==> src/design/psra_pkg.sv <==
// ----------------------------------------------------------------------------
// psra_pkg
// Shared codes and types for the palette slot allocator: request codes,
// result status codes and the write enable group between control and store.
// ----------------------------------------------------------------------------
package psra_pkg;

    localparam int COLOR_W = 24;
    localparam int OUT_CNT_W = 16;

    localparam logic [2:0] FN_ADD     = 3'd0;
    localparam logic [2:0] FN_RELEASE = 3'd1;
    localparam logic [2:0] FN_BLOCK   = 3'd2;
    localparam logic [2:0] FN_CLEAR   = 3'd3;
    localparam logic [2:0] FN_WRITE   = 3'd4;

    localparam logic [2:0] ST_MATCH  = 3'd0;
    localparam logic [2:0] ST_NEW    = 3'd1;
    localparam logic [2:0] ST_FULL   = 3'd2;
    localparam logic [2:0] ST_UNUSED = 3'd3;
    localparam logic [2:0] ST_DONE   = 3'd4;

    typedef struct packed {
        logic color;
        logic uses;
    } t_wr_en;

endpackage

==> src/design/psra_ctrl.sv <==
// ----------------------------------------------------------------------------
// psra_ctrl
// Request sequencer: scans the store for add, reads one entry for release,
// write, block and unused codes, sweeps writes for block, clear and the
// power-up clear, and registers the result.
// ----------------------------------------------------------------------------
module psra_ctrl import psra_pkg::*; #(
    parameter int ENTRIES = 256,
    parameter int COUNT_BITS = 16,
    localparam int IW = $clog2(ENTRIES)
) (
    input  logic                         i_clk,
    input  logic                         i_rst_n,
    input  logic                         start,
    output logic                         busy,
    input  logic [2:0]                   i_func,
    input  logic [COLOR_W-1:0]           i_rgb,
    input  logic [7:0]                   i_slot,
    input  logic [8:0]                   i_span,
    output logic [IW-1:0]                o_rd_addr,
    output logic [IW-1:0]                o_wr_addr,
    output t_wr_en                       o_wr_en,
    output logic [COLOR_W-1:0]           o_wr_color,
    output logic signed [COUNT_BITS-1:0] o_wr_uses,
    input  logic [COLOR_W-1:0]           i_rd_color,
    input  logic signed [COUNT_BITS-1:0] i_rd_uses,
    output logic                         o_valid,
    output logic [7:0]                   o_slot_out,
    output logic [2:0]                   o_status,
    output logic signed [OUT_CNT_W-1:0]  o_use_count
);

    localparam int CW = (IW + 1 > 10) ? IW + 1 : 10;

    localparam logic [2:0] S_INIT  = 3'd0;
    localparam logic [2:0] S_IDLE  = 3'd1;
    localparam logic [2:0] S_RD    = 3'd2;
    localparam logic [2:0] S_LOOK  = 3'd3;
    localparam logic [2:0] S_SCAN  = 3'd4;
    localparam logic [2:0] S_SWEEP = 3'd5;

    localparam logic signed [COUNT_BITS-1:0] CNT_MAX = {1'b0, {(COUNT_BITS-1){1'b1}}};
    localparam logic signed [COUNT_BITS-1:0] CNT_ONE = COUNT_BITS'(1);
    localparam logic signed [COUNT_BITS-1:0] CNT_BLK = '1;
    localparam logic [CW-1:0] END_ALL = CW'(ENTRIES);

    logic [2:0]                   r_state, n_state;
    logic [2:0]                   r_func, n_func;
    logic [COLOR_W-1:0]           r_rgb, n_rgb;
    logic [7:0]                   r_slot, n_slot;
    logic [8:0]                   r_span, n_span;
    logic [CW-1:0]                r_ptr, n_ptr;
    logic [CW-1:0]                r_end, n_end;
    logic                         r_rd_vld, n_rd_vld;
    logic [IW-1:0]                r_rd_idx, n_rd_idx;
    logic                         r_have_free, n_have_free;
    logic [IW-1:0]                r_free, n_free;
    logic signed [COUNT_BITS-1:0] r_fill, n_fill;
    logic signed [COUNT_BITS-1:0] r_cnt, n_cnt;
    logic                         r_valid, n_valid;
    logic [7:0]                   r_slot_out, n_slot_out;
    logic [2:0]                   r_status, n_status;
    logic signed [OUT_CNT_W-1:0]  r_use_count, n_use_count;

    logic                         slot_ok;
    logic                         in_use;
    logic                         hit;
    logic signed [COUNT_BITS-1:0] look_cnt;
    logic [CW-1:0]                blk_sum;
    logic [CW-1:0]                ptr_inc;

    function automatic logic signed [OUT_CNT_W-1:0] fmt_cnt(
        input logic signed [COUNT_BITS-1:0] c
    );
        logic signed [32:0] w;
        w = 33'(c);
        if (w > 33'sd32767) begin
            return 16'sd32767;
        end
        return w[OUT_CNT_W-1:0];
    endfunction

    assign slot_ok  = CW'(r_slot) < END_ALL;
    assign in_use   = !i_rd_uses[COUNT_BITS-1] && (i_rd_uses != '0);
    assign hit      = r_rd_vld && in_use && (i_rd_color == r_rgb);
    assign look_cnt = slot_ok ? i_rd_uses : '0;
    assign blk_sum  = CW'(r_slot) + CW'(r_span);
    assign ptr_inc  = r_ptr + CW'(1);

    always_comb begin
        n_state     = r_state;
        n_func      = r_func;
        n_rgb       = r_rgb;
        n_slot      = r_slot;
        n_span      = r_span;
        n_ptr       = r_ptr;
        n_end       = r_end;
        n_rd_vld    = r_rd_vld;
        n_rd_idx    = r_rd_idx;
        n_have_free = r_have_free;
        n_free      = r_free;
        n_fill      = r_fill;
        n_cnt       = r_cnt;
        n_valid     = 1'b0;
        n_slot_out  = r_slot_out;
        n_status    = r_status;
        n_use_count = r_use_count;
        o_wr_en     = '0;
        o_wr_addr   = r_ptr[IW-1:0];
        o_wr_color  = r_rgb;
        o_wr_uses   = r_fill;

        case (r_state)
            S_INIT: begin
                o_wr_en.color = 1'b1;
                o_wr_en.uses  = 1'b1;
                o_wr_color    = '0;
                o_wr_uses     = '0;
                n_ptr         = ptr_inc;
                if (ptr_inc == END_ALL) begin
                    n_state = S_IDLE;
                end
            end
            S_IDLE: begin
                if (start) begin
                    n_func      = i_func;
                    n_rgb       = i_rgb;
                    n_slot      = i_slot;
                    n_span      = i_span;
                    n_ptr       = CW'(i_slot);
                    n_rd_vld    = 1'b0;
                    n_have_free = 1'b0;
                    case (i_func)
                        FN_ADD: begin
                            n_ptr   = '0;
                            n_state = S_SCAN;
                        end
                        FN_CLEAR: begin
                            n_ptr   = '0;
                            n_end   = END_ALL;
                            n_fill  = '0;
                            n_cnt   = '0;
                            n_state = S_SWEEP;
                        end
                        default: begin
                            n_state = S_RD;
                        end
                    endcase
                end
            end
            S_RD: begin
                n_state = S_LOOK;
            end
            S_LOOK: begin
                n_state    = S_IDLE;
                n_valid    = 1'b1;
                n_slot_out = r_slot;
                n_status   = ST_DONE;
                n_use_count = fmt_cnt(look_cnt);
                case (r_func)
                    FN_RELEASE: begin
                        if (slot_ok && in_use) begin
                            o_wr_en.uses = 1'b1;
                            o_wr_uses    = i_rd_uses - CNT_ONE;
                            n_use_count  = fmt_cnt(i_rd_uses - CNT_ONE);
                        end else begin
                            n_status = ST_UNUSED;
                        end
                    end
                    FN_BLOCK: begin
                        if (slot_ok && (r_span != '0)) begin
                            n_valid = 1'b0;
                            n_end   = (blk_sum < END_ALL) ? blk_sum : END_ALL;
                            n_fill  = CNT_BLK;
                            n_cnt   = CNT_BLK;
                            n_state = S_SWEEP;
                        end
                    end
                    FN_WRITE: begin
                        o_wr_en.color = slot_ok;
                    end
                    default: begin
                    end
                endcase
            end
            S_SCAN: begin
                if (hit) begin
                    o_wr_en.uses = 1'b1;
                    o_wr_addr    = r_rd_idx;
                    o_wr_uses    = (i_rd_uses == CNT_MAX) ? i_rd_uses : i_rd_uses + CNT_ONE;
                    n_valid      = 1'b1;
                    n_slot_out   = 8'(r_rd_idx);
                    n_status     = ST_MATCH;
                    n_use_count  = fmt_cnt(o_wr_uses);
                    n_state      = S_IDLE;
                end else begin
                    if (r_rd_vld && !r_have_free && (i_rd_uses == '0)) begin
                        n_have_free = 1'b1;
                        n_free      = r_rd_idx;
                    end
                    if (r_ptr != END_ALL) begin
                        n_ptr    = ptr_inc;
                        n_rd_vld = 1'b1;
                        n_rd_idx = r_ptr[IW-1:0];
                    end else if (r_rd_vld) begin
                        n_rd_vld = 1'b0;
                    end else begin
                        n_valid = 1'b1;
                        n_state = S_IDLE;
                        if (r_have_free) begin
                            o_wr_en.color = 1'b1;
                            o_wr_en.uses  = 1'b1;
                            o_wr_addr     = r_free;
                            o_wr_uses     = CNT_ONE;
                            n_slot_out    = 8'(r_free);
                            n_status      = ST_NEW;
                            n_use_count   = 16'sd1;
                        end else begin
                            n_slot_out  = '0;
                            n_status    = ST_FULL;
                            n_use_count = '0;
                        end
                    end
                end
            end
            S_SWEEP: begin
                o_wr_en.uses = 1'b1;
                n_ptr        = ptr_inc;
                if (ptr_inc == r_end) begin
                    n_valid     = 1'b1;
                    n_slot_out  = r_slot;
                    n_status    = ST_DONE;
                    n_use_count = fmt_cnt(r_cnt);
                    n_state     = S_IDLE;
                end
            end
            default: begin
                n_state = S_IDLE;
            end
        endcase
    end

    always_ff @(posedge i_clk) begin
        if (!i_rst_n) begin
            r_state <= S_INIT;
            r_ptr   <= '0;
            r_valid <= 1'b0;
        end else begin
            r_state <= n_state;
            r_ptr   <= n_ptr;
            r_valid <= n_valid;
        end
    end

    always_ff @(posedge i_clk) begin
        r_func      <= n_func;
        r_rgb       <= n_rgb;
        r_slot      <= n_slot;
        r_span      <= n_span;
        r_end       <= n_end;
        r_rd_vld    <= n_rd_vld;
        r_rd_idx    <= n_rd_idx;
        r_have_free <= n_have_free;
        r_free      <= n_free;
        r_fill      <= n_fill;
        r_cnt       <= n_cnt;
        r_slot_out  <= n_slot_out;
        r_status    <= n_status;
        r_use_count <= n_use_count;
    end

    assign busy        = (r_state != S_IDLE);
    assign o_rd_addr   = r_ptr[IW-1:0];
    assign o_valid     = r_valid;
    assign o_slot_out  = r_slot_out;
    assign o_status    = r_status;
    assign o_use_count = r_use_count;

    // A result strobe never repeats in the following cycle.
    a_single_strobe: assert property (@(posedge i_clk) disable iff (!i_rst_n)
        r_valid |=> !r_valid)
        else $error("result strobe held for two cycles");

    // An accepted request always leaves the idle state.
    a_accept_busy: assert property (@(posedge i_clk) disable iff (!i_rst_n)
        (start && !busy) |=> busy)
        else $error("accepted request did not start");

    // A count update during the scan is the match or new-entry result of this request.
    a_scan_write: assert property (@(posedge i_clk) disable iff (!i_rst_n)
        (r_state == S_SCAN && o_wr_en.uses) |=> (r_valid &&
            (r_status == ST_MATCH || r_status == ST_NEW)))
        else $error("scan write without add result");

    // A newly allocated entry always starts with one user.
    a_new_one: assert property (@(posedge i_clk) disable iff (!i_rst_n)
        (r_valid && r_status == ST_NEW) |-> (r_use_count == 16'sd1))
        else $error("new entry count is not one");

    // A full store answers entry zero with a zero count.
    a_full_zero: assert property (@(posedge i_clk) disable iff (!i_rst_n)
        (r_valid && r_status == ST_FULL) |-> (r_slot_out == '0 && r_use_count == '0))
        else $error("full result carries data");

endmodule

==> config.mk <==
export PLATFORM = sky130hd
export DESIGN_NAME = psra_ctrl
export DESIGN_NICKNAME = d
export VERILOG_FILES = /design/src/design/psra_pkg.sv /design/src/design/psra_ctrl.sv
export SDC_FILE = /design/constraint.sdc
export NUM_CORES = 1
export LEC_CHECK = 0
export BUFFER_PORTS_ARGS = -buffer_cell sky130_fd_sc_hd__buf_2
export CELL_PAD_IN_SITES_DETAIL_PLACEMENT = 0
export CELL_PAD_IN_SITES_GLOBAL_PLACEMENT = 1
export CORE_AREA = 2 2 130 132
export DETAILED_ROUTE_END_ITERATION = 8
export DIE_AREA = 0 0 132 134
export PLACE_DENSITY_LB_ADDON = 0.1
export SLEW_MARGIN = 20
export SYNTH_ARGS = -nofsm -noshare
export SYNTH_HDL_FRONTEND = slang
export SYNTH_SLANG_ARGS = --single-unit
==> constraint.sdc <==
create_clock -name i_clk -period 5.3 [get_ports i_clk]
set_input_delay 0.265 -clock i_clk [delete_from_list [all_inputs] [get_ports i_clk]]
set_output_delay 0.265 -clock i_clk [all_outputs]
set_load 0.1 [all_outputs]
==> results of run 1 <==
## power breakdown
| group | switching (mW) | total (mW) | leakage (nW) | internal, mW |
|---|---|---|---|---|
| sequential | 0.00660 | 0.980 | 1.01 | 0.973 |
| combinational | 0.0971 | 0.155 | 2.14 | 0.0578 |
| clock | 0.439 | 1.09 | 0.261 | 0.650 |
| total | 0.543 | 2.22 | 3.41 | 1.68 |
## registers in the layout (all words and copies together), names as in the netlist
register and flops:
r_span 9, o_slot_out 8, r_rd_idx 8, r_rd_vld 1, r_state 3, r_cnt 1, o_status 3, r_ptr 10
r_have_free 1, o_valid 1, r_slot 8, o_use_count 16, r_func 3, r_end 10, r_free 8, r_rgb 24
## worst reg2reg max path, cell delays in order (launching register included)
cell and delay (ns):
dfxtp_1 0.57, ha_1 0.42, nand2_2 0.14, nor3_2 0.30
xnor2_1 0.14, nor4_2 0.32, nand4_1 0.15, a21oi_1 0.21
or2_1 0.80, buf_4 0.30
## cells by family after synthesis
logic type               after synthesis  synth area share (%)
AND/OR/NAND/NOR                      291                 21.29
multiplexers                           4                0.5744
XOR/XNOR                              75                 9.243
other                                  1               0.05217
AO/OA/AOI/OAI                        164                 14.95
flip-flops                           114                 45.67
adder cells (fa/ha/maj)               13                 2.367
buffers and inverters                 77                 5.848
## through the flow
step | setup WS [ns] | instances
floorplan | 1.391 | 739
global placement | 1.768 | 1081
detailed placement | 1.668 | 1081
CTS | 1.515 | 1113
global route | 1.277 | 1113
finish | 1.509 | 1113
## synth_stat cells, drive strengths merged, types with 6 or more instances
cell and n:
a21o 7, a21oi 28, a22oi 17, a31oi 10, and2 6, and3 12, buf 43, clkbuf 14
dfxtp 14, edfxtp 100, ha 12, inv 18, nand2 89, nand3 31, nand4 12, nor2 58
nor2b 31, nor3 15, nor3b 6, nor4 10, o211ai 15, o21ai 53, o31ai 9, xnor2 42
xor2 33
## final cells by class
class                      count  area, µm²
clock buffer                  18      429.2
clock inverter                14      127.6
fill                        1537       7699
inverter                      20      75.07
multi-input combinational    548       3490
sequential                   114       3283
tap                          220      275.3
timing repair buffer         179      910.9
## layer usage
| metal | track usage, % | vias up | share of wire (%) |
|---|---|---|---|
| met1 | 32.15 | 2840 | 47 |
| li1 | - | 2943 | - |
| met4 | 7.307 | 0 | 2.0 |
| met2 | 34.66 | 245 | 44 |
| met3 | 5.367 | 29 | 7.3 |
| met5 | 0 | - | 0 |
## final timing paths
| kind | cells past startpoint | endpoint | slack [ns] | startpoint |
|---|---|---|---|---|
| min reg2reg | 0 | r_free[5] | 0.48 | r_rd_idx[5] |
| min | 1 | r_rgb[0] | 0.02 | i_rgb[0] |
| max | 7 | o_wr_addr[3] | 1.51 | r_state[1] |
| max reg2reg | 9 | o_use_count[13] | 1.66 | r_ptr[0] |
==> impl_metrics.py, run 1 <==
metrics = {
    "setup_path": {
        "critPathMaxStageDelay_ns": 0.72,
        "path_cells": "nor2_1 > nand2_1 > clkinv_1 > o21ai_2 > nand2_1 > o21ai_0 > buf_2",
        "critical_path_arrival_ns": 3.53,
        "worstPathRequired_ns": 5.04,
        "crit_slowest_cell": "nand2_1",
        "crit_type": "flip-flop to output pin",
        "worstPathMaxFanout": 29,
        "cpLargestDelayFamily": "simple AND/OR/NAND/NOR gates",
        "critPathCaptureType": "output pin",
        "crit_top_cell": "nand2_1",
        "crit_buf_inv": 2,
        "worst_setup_path_start_kind": "flip-flop",
    },
    "synthesis": {
        "netlist_top_cells_area": "edfxtp_1 42%, xnor2_1 5.0%, nand2_1 4.5%",
        "synth.top_cell.area_share_pct": 41.78,
        "yosysSeqAreaShare_pct": 45.67,
        "syn_area_per_cell_um2": 9.727,
        "synth_ff_type": "edfxtp_1",
        "async_reset_ff_share_pct": 0,
        "yosysWarnings": 0,
        "synth_nets": 839,
        "synth_area_leader_cell": "edfxtp_1",
        "synth_seq_cells": 114,
        "synth-edff-count": 100,
        "ys_types": 76,
        "syn_area_um2": 7188,
        "syn_inst": 739,
    },
    "clock_network": {
        "cts_buffers": 17,
        "cts.path.max_buffers": 2,
        "holdBufCountCts": 0,
        "h-tree-depth": 4,
        "clkLatencyLatePin_ns": 0.41,
        "cts.clk_slew.worst_paths_ns": 0.06,
        "cts_setup_buffers": 0,
        "cts_tree": "yes",
        "cts_sinks": 114,
        "cts_resized": 0,
        "root_buffer": "clkbuf_16",
    },
    "timing": {
        "final.setup.tns_ns": 0,
        "rsz0062_at_grt": "no",
        "fin_crit_ns": 3.791,
        "fin_skew_ns": 0.006861,
        "setup_violations": 0,
        "slew_violations": 0,
        "whs_ns": 0.02354,
        "slew_headroom_pct": 31.92,
        "fmax_mhz": 263.8,
        "min_period_over_period_pct": 71.54,
        "final_hold_viol_count": 0,
        "tightest_slew_ns": 1.021,
    },
    "detailed_routing": {
        "dr.pass1.iters": 4,
        "drc": 0,
        "ant_nets": 0,
        "routed-via-count": 6057,
        "viasPerCell": 5.442,
        "routed_wl_um": 20020,
        "wl_per_cell_um": 17.99,
        "drtIter0Drc": 308,
    },
    "finish": {
        "final_common_cell": "buf_2",
        "layout_common_cells": "173 x buf_2, 100 x edfxtp_1, 87 x nand2_1",
        "syn2layout_area_growth_pct": 19.51,
        "drive_gt1_share_pct": 26.88,
        "final_area_um2": 8591,
        "antennaDiodeCount": 0,
        "final_util_pct": 52.74,
        "final_nets": 980,
    },
    "placed_design": {
        "gp_congestion": 0.9034,
        "hpwl_um": 14850,
        "postPlaceCellArea_um2": 8034,
        "io_buffers": 173,
    },
    "flow_run": {
        "drv_cap": 0,
    },
    "die": {
        "die_w_um": 132,
        "die_y_um": 134,
        "start_util_pct": 44.13,
        "ios": 174,
        "die_area_um2": 17690,
        "fp-row-count": 47,
        "core_um2": 16290,
    },
    "power": {
        "power.density_nw_per_um2": 258.8,
        "p_leak_nw": 3.405,
        "p_total_mw": 2.223,
        "max-vdd-ir-drop_mv": 0.2076,
    },
    "grt": {
        "grt_pass1_wl_um": 31540,
        "grt_antenna_before_repair": 0,
        "grt.overflow.total": 0,
        "grt.total_usage_pct": 22.77,
        "grt_pass1_vias": 5792,
        "grt_max_degree": 37,
    },
    "hold_path": {
        "hold_path_class": "primary input to flip-flop",
    },
    "outcome": {
        "outcome": "finished clean",
    },
}
Power figures use the tool's default switching activity.
==> run 2: changes to the inputs <==
--- a/config.mk
+++ b/config.mk
@@ -8,9 +8,9 @@
 export BUFFER_PORTS_ARGS = -buffer_cell sky130_fd_sc_hd__buf_2
 export CELL_PAD_IN_SITES_DETAIL_PLACEMENT = 0
 export CELL_PAD_IN_SITES_GLOBAL_PLACEMENT = 1
-export CORE_AREA = 2 2 130 132
+export CORE_AREA = 2 2 143 145
 export DETAILED_ROUTE_END_ITERATION = 8
-export DIE_AREA = 0 0 132 134
+export DIE_AREA = 0 0 145 147
 export PLACE_DENSITY_LB_ADDON = 0.1
 export SLEW_MARGIN = 20
 export SYNTH_ARGS = -nofsm -noshare
==> constraint.sdc (replaced) <==
create_clock -name i_clk -period 3.2 [get_ports i_clk]
set_input_delay 0.16 -clock i_clk [delete_from_list [all_inputs] [get_ports i_clk]]
set_output_delay 0.16 -clock i_clk [all_outputs]
set_load 0.1 [all_outputs]
==> run 2 against run 1 <==
  * Worst hold slack improved by 0.12 ns
  * Sequential share of layout area fell by 4.6 points
  * Clock skew rose by 0.0083 ns
  * Utilization fell by 3.5 points
  * Non-clock buffer count rose by 70
  * Routed wire length rose by 15%
  * Clock-buffer cell count fell by 1
  * Combinational power rose by 110%
==> impl_metrics.py, run 2 (synthesis gave the netlist of run 1 again) <==
metrics = {
    "setup_path": {
        "worstPathRequired_ns": 3.04,
        "worstPathMaxFanout": 8,
        "worst_setup_path_start_kind": "flip-flop",
        "critPathCaptureType": "output pin",
        "crit_type": "flip-flop to output pin",
        "critical_path.startpoint": "r_func[1]",
        "r2r-start": "r_rgb[3]",
        "critical_path_arrival_ns": 2.92,
    },
    "timing": {
        "setup_violations": 0,
        "fmax_mhz": 324.6,
        "slew_headroom_pct": 57.91,
        "rsz0062_at_grt": "no",
        "fin_skew_ns": 0.01514,
        "min_period_over_period_pct": 96.28,
        "tightest_slew_ns": 0.6304,
        "final_hold_viol_count": 0,
        "fin_crit_ns": 3.081,
        "slew_violations": 0,
        "final.setup.tns_ns": 0,
    },
    "clock_network": {
        "h-tree-depth": 4,
        "cts.clk_slew.worst_paths_ns": 0.06,
        "clkLatencyLatePin_ns": 0.42,
        "cts_buffers": 17,
        "cts.path.max_buffers": 2,
        "cts_sinks": 114,
        "cts_tree": "yes",
        "root_buffer": "clkbuf_16",
    },
    "detailed_routing": {
        "routed-via-count": 6413,
        "wirelength_met1_um": 10470,
        "dr.pass1.iters": 5,
        "drtIter0Drc": 340,
        "ant_nets": 0,
        "dr.max_layer_used": "met4",
        "drc": 0,
        "routed-wl-met2_um": 10560,
        "wl_met3_um": 1637,
        "wl_per_cell_um": 18.59,
        "routed_wl_um": 22940,
        "viasPerCell": 5.197,
    },
    "finish": {
        "largest_register_ffs": 24,
        "largest-register": "r_rgb",
        "antennaDiodeCount": 0,
        "final_common_cell": "buf_2",
        "layout_common_cells": "149 x buf_2, 100 x edfxtp_1, 87 x nand2_1",
        "syn2layout_area_growth_pct": 35.89,
        "nFillCells": 1876,
        "final_nets": 1051,
        "drive_gt1_share_pct": 28.22,
    },
    "hold_path": {
        "hold_path_class": "primary input to flip-flop",
        "hold_start": "i_rst_n",
    },
    "die": {
        "start_util_pct": 36.22,
        "core_um2": 19840,
        "die_w_um": 145,
        "ios": 174,
        "die_area_um2": 21320,
        "die_y_um": 147,
        "fp-row-count": 52,
    },
    "grt": {
        "grt_pass1_vias": 6678,
        "grt_antenna_before_repair": 0,
        "grt_pass1_wl_um": 36060,
        "grt_max_degree": 46,
        "grt.overflow.total": 0,
        "grt.total_usage_pct": 21.74,
    },
    "power": {
        "power.density_nw_per_um2": 406.2,
        "p_total_mw": 3.967,
        "p_leak_nw": 3.846,
        "max-vdd-ir-drop_mv": 0.3499,
    },
    "outcome": {
        "outcome": "finished clean",
    },
    "flow_run": {
        "drv_cap": 0,
    },
    "placed_design": {
        "gp_congestion": 0.8889,
        "hpwl_um": 16900,
        "io_buffers": 173,
    },
}
run 2: changes by cell type in the layout (fill, tap and decap cells not counted), sizes merged:
cell,delta
clkinvlp,-2
and4,+1
bufinv,+2
clkbuf,-1
buf,+26
dlygate4sd3,+44
inv,+1
run 2: layout make-up:
class	instances	area (µm²)	share of cell area, %
Inverter	20	75.07	0.7685
Clock buffer	17	425.4	4.355
Clock inverter	15	193.9	1.985
Tap cell	270	337.8	3.458
Sequential cell	114	3283	33.61
Timing Repair Buffer	249	1932	19.78
Multi-Input combinational cell	549	3521	36.04
run 2: path summary, 6_finish.rpt:
check,endpoint,slack (ns),depth (start not counted)
min reg2reg,r_free[2],0.49,0
min,r_state[0],0.15,3
max reg2reg,o_slot_out[7],0.32,9
max,o_wr_uses[15],0.12,9
run 2: where the power goes:
group | switching, mW | total [mW] | internal [mW]
clock | 0.771 | 2.02 | 1.25
sequential | 0.00717 | 1.62 | 1.61
combinational | 0.184 | 0.330 | 0.146
run 2: repair_timing:
action | 4_1_cts | 5_1_grt
hold endpoints to repair | 44 | 0
pin swaps | 2 | 2
buffers inserted | 1 | 4
hold buffers | 44 | 0
resized for setup | 2 | 0
endpoints found under the setup margin | 7 | 12
gates cloned | 1 | 0
run 2: through the flow:
step                instances  instance area [µm²]  hold slack (ns)  util, %  worst slack, ns
floorplan                 739                 7196           0.2589        -          0.02361
global placement         1152                 8647           0.3369    43.58           0.5119
detailed placement       1152                 8647           0.3382    43.58           0.4189
CTS                      1230                 9738           0.1359    49.07          0.04862
global route             1234                 9768           0.1363    49.22         0.009730
finish                   1234                 9768           0.1480    49.22           0.1189
run 2: metal layers:
layer,vias to the layer above,GRT usage [%]
met5,-,0
met3,24,6.398
met4,0,5.396
li1,3090,-
met1,3051,28.56
met2,248,35.45
run 2: critical path, cell delays in order, from the launching register on:
cell      delay, ns
edfxtp_1       0.41
nor3b_1        0.45
nand2b_1       0.35
nand2b_1       0.41
buf_4          0.25
a21oi_1        0.11
nor2_1         0.05
nor2_1         0.16
nand2_1        0.12
buf_12         0.20
==> run 3: changes to the inputs <==
==> constraint.sdc (replaced) <==
create_clock -name i_clk -period 3.2 [get_ports i_clk]
set_input_delay 0 -clock i_clk [delete_from_list [all_inputs] [get_ports i_clk]]
set_output_delay 0 -clock i_clk [all_outputs]
set_load 0.02 [all_outputs]
==> run 3 against run 2 <==
  * Die area is the same
  * Non-clock buffer count fell by 9
  * Clock skew fell by 0.0023 ns
  * Worst setup slack better by 0.20 ns
  * Clock power shrank 12%
  * Combinational power is 18% lower
  * Design area shrank 5.4%
  * Utilization fell by 2.7 points
  * Via count shrank 2.4%
  * Sequential cell count unchanged
  * Critical path depth decreased by 1
  * Clock-buffer cell count grew 1
  * Critical endpoint is now o_wr_uses[14]
  * Largest cell class unchanged
  * Highest routed layer unchanged
==> impl_metrics.py, run 3 (synthesis gave the netlist of run 1 again) <==
metrics = {
    "detailed_routing": {
        "routed-via-count": 6257,
        "ant_nets": 0,
        "drc": 0,
        "routed_wl_um": 22640,
        "drtIter0Drc": 395,
        "viasPerCell": 5.112,
        "wl_per_cell_um": 18.49,
        "dr.pass1.iters": 5,
    },
    "power": {
        "clockPowerShare_pct": 48.6,
        "pwr-share-seq_pct": 44.0,
        "p_switching_uw": 865.8,
        "max-vdd-ir-drop_mv": 0.3499,
        "p_comb_share_pct": 7.4,
        "p_leak_nw": 3.676,
        "p_sw_share_pct": 23.57,
        "power.density_nw_per_um2": 397.5,
        "p_int_mw": 2.807,
    },
    "grt": {
        "grt_antenna_before_repair": 0,
        "grt.total_usage_pct": 21.45,
        "grt_max_degree": 45,
        "grt_pass1_vias": 6376,
        "grt_pass1_wl_um": 35570,
        "grt.overflow.total": 0,
    },
    "finish": {
        "instances_no_fill": 1224,
        "final_area_um2": 9240,
        "final_nets": 1041,
        "largest_register_ffs": 24,
        "final_util_pct": 46.56,
        "largest-register": "r_rgb",
        "layout_common_cells": "173 x buf_2, 100 x edfxtp_1, 87 x nand2_1",
        "syn2layout_area_growth_pct": 28.55,
        "antennaDiodeCount": 0,
        "final_common_cell": "buf_2",
        "drive_gt1_share_pct": 26.83,
    },
    "setup_path": {
        "worstPathRequired_ns": 3.20,
        "worstPathMaxFanout": 22,
        "worst_setup_path_start_kind": "flip-flop",
        "r2r-start": "r_ptr[2]",
        "critical_path_arrival_ns": 2.88,
        "reg2regPathDepth": 8,
        "crit_type": "flip-flop to output pin",
        "ff2ff_setup_slack_ns": 0.37,
        "critPathCaptureType": "output pin",
        "timing.rr.end": "o_slot_out[5]",
    },
    "timing": {
        "fin_skew_ns": 0.01285,
        "setup_violations": 0,
        "slew_violations": 0,
        "final.setup.tns_ns": 0,
        "tightest_slew_ns": 0.7034,
        "fin_crit_ns": 2.885,
        "rsz0062_at_grt": "no",
        "min_period_over_period_pct": 90.15,
        "slew_headroom_pct": 53.04,
        "fmax_mhz": 346.6,
        "final_hold_viol_count": 0,
    },
    "clock_network": {
        "h-tree-depth": 4,
        "cts_buffers": 17,
        "cts.path.max_buffers": 2,
        "root_buffer": "clkbuf_16",
        "cts_sinks": 114,
        "cts_tree": "yes",
        "cts.clk_slew.worst_paths_ns": 0.06,
        "clkLatencyLatePin_ns": 0.42,
    },
    "die": {
        "die_w_um": 145,
        "die_area_um2": 21320,
        "fp-row-count": 52,
        "ios": 174,
        "die_y_um": 147,
        "core_um2": 19840,
        "start_util_pct": 36.22,
    },
    "placed_design": {
        "io_buffers": 173,
        "hpwl_um": 16600,
        "dp_cells": 1146,
        "postPlaceCellArea_um2": 8234,
        "gp_congestion": 0.9044,
    },
    "hold_path": {
        "holdPathStages": 3,
        "holdPathEnd": "o_use_count[5]",
        "hold_path_class": "primary input to flip-flop",
        "hold_start": "i_rd_uses[5]",
    },
    "flow_run": {
        "drv_cap": 0,
    },
    "outcome": {
        "outcome": "finished clean",
    },
}
==> run 3: power groups by stage <==
stage / clock network, mW / logic, mW / registers, mW
finish: 1.78 / 0.272 / 1.62
global route: 1.89 / 0.299 / 1.62
CTS: 1.83 / 0.271 / 1.62
detailed placement: 0 / 0.227 / 1.65
global placement: 0 / 0.226 / 1.65
floorplan: 0 / 0.140 / 1.65
==> run 3: final cells by class <==
class / count / area, µm²
clock buffer: 18 / 429.2
clock inverter: 14 / 116.4
fill: 1929 / 10600
inverter: 20 / 75.07
multi-input combinational: 548 / 3490
sequential: 114 / 3283
tap: 270 / 337.8
timing repair buffer: 240 / 1509
==> run 3: critical path: stages, from the launching register on <==
cell and delay [ns]:
edfxtp_1 0.40, xnor2_1 0.17, nand4_1 0.15, nor4_2 0.42
and4_4 0.52, o31ai_4 0.11, nand3_2 0.31, nand3_1 0.16
buf_2 0.20
==> run 3: layer usage <==
metal,GRT usage [%],vias up,share of wire [%]
li1,-,3065,-
met1,30.51,2973,48
met2,33.33,204,45
met3,4.379,15,5.9
met4,5.891,0,1.1
met5,0,-,0
==> run 3: worst max path at each step <==
stage / startpoint / end
after detailed placement: r_ptr[2] / o_slot_out[1]
after floorplan: r_ptr[1] / o_slot_out[0]
after CTS: r_rgb[13] / o_wr_uses[13]
after global placement: r_ptr[2] / o_slot_out[0]
final: r_rgb[13] / o_wr_uses[14]
after global routing: r_ptr[0] / o_wr_uses[11]
==> run 3: what timing repair did <==
action | CTS | global route
hold buffers | 46 | 0
hold endpoints to repair | 53 | 0
gates resized for setup | 0 | 0
buffers inserted | 0 | 0
==> run 3: through the flow <==
stage | total power, mW | hold slack, ns | setup WS (ns)
after global placement | 1.874 | 0.1764 | 0.4414
after CTS | 3.717 | 0.06686 | 0.2773
final | 3.673 | 0.09618 | 0.3151
after detailed placement | 1.875 | 0.1781 | 0.3946
after floorplan | 1.788 | 0.09887 | 0.3956
after global routing | 3.804 | 0.1004 | 0.1587
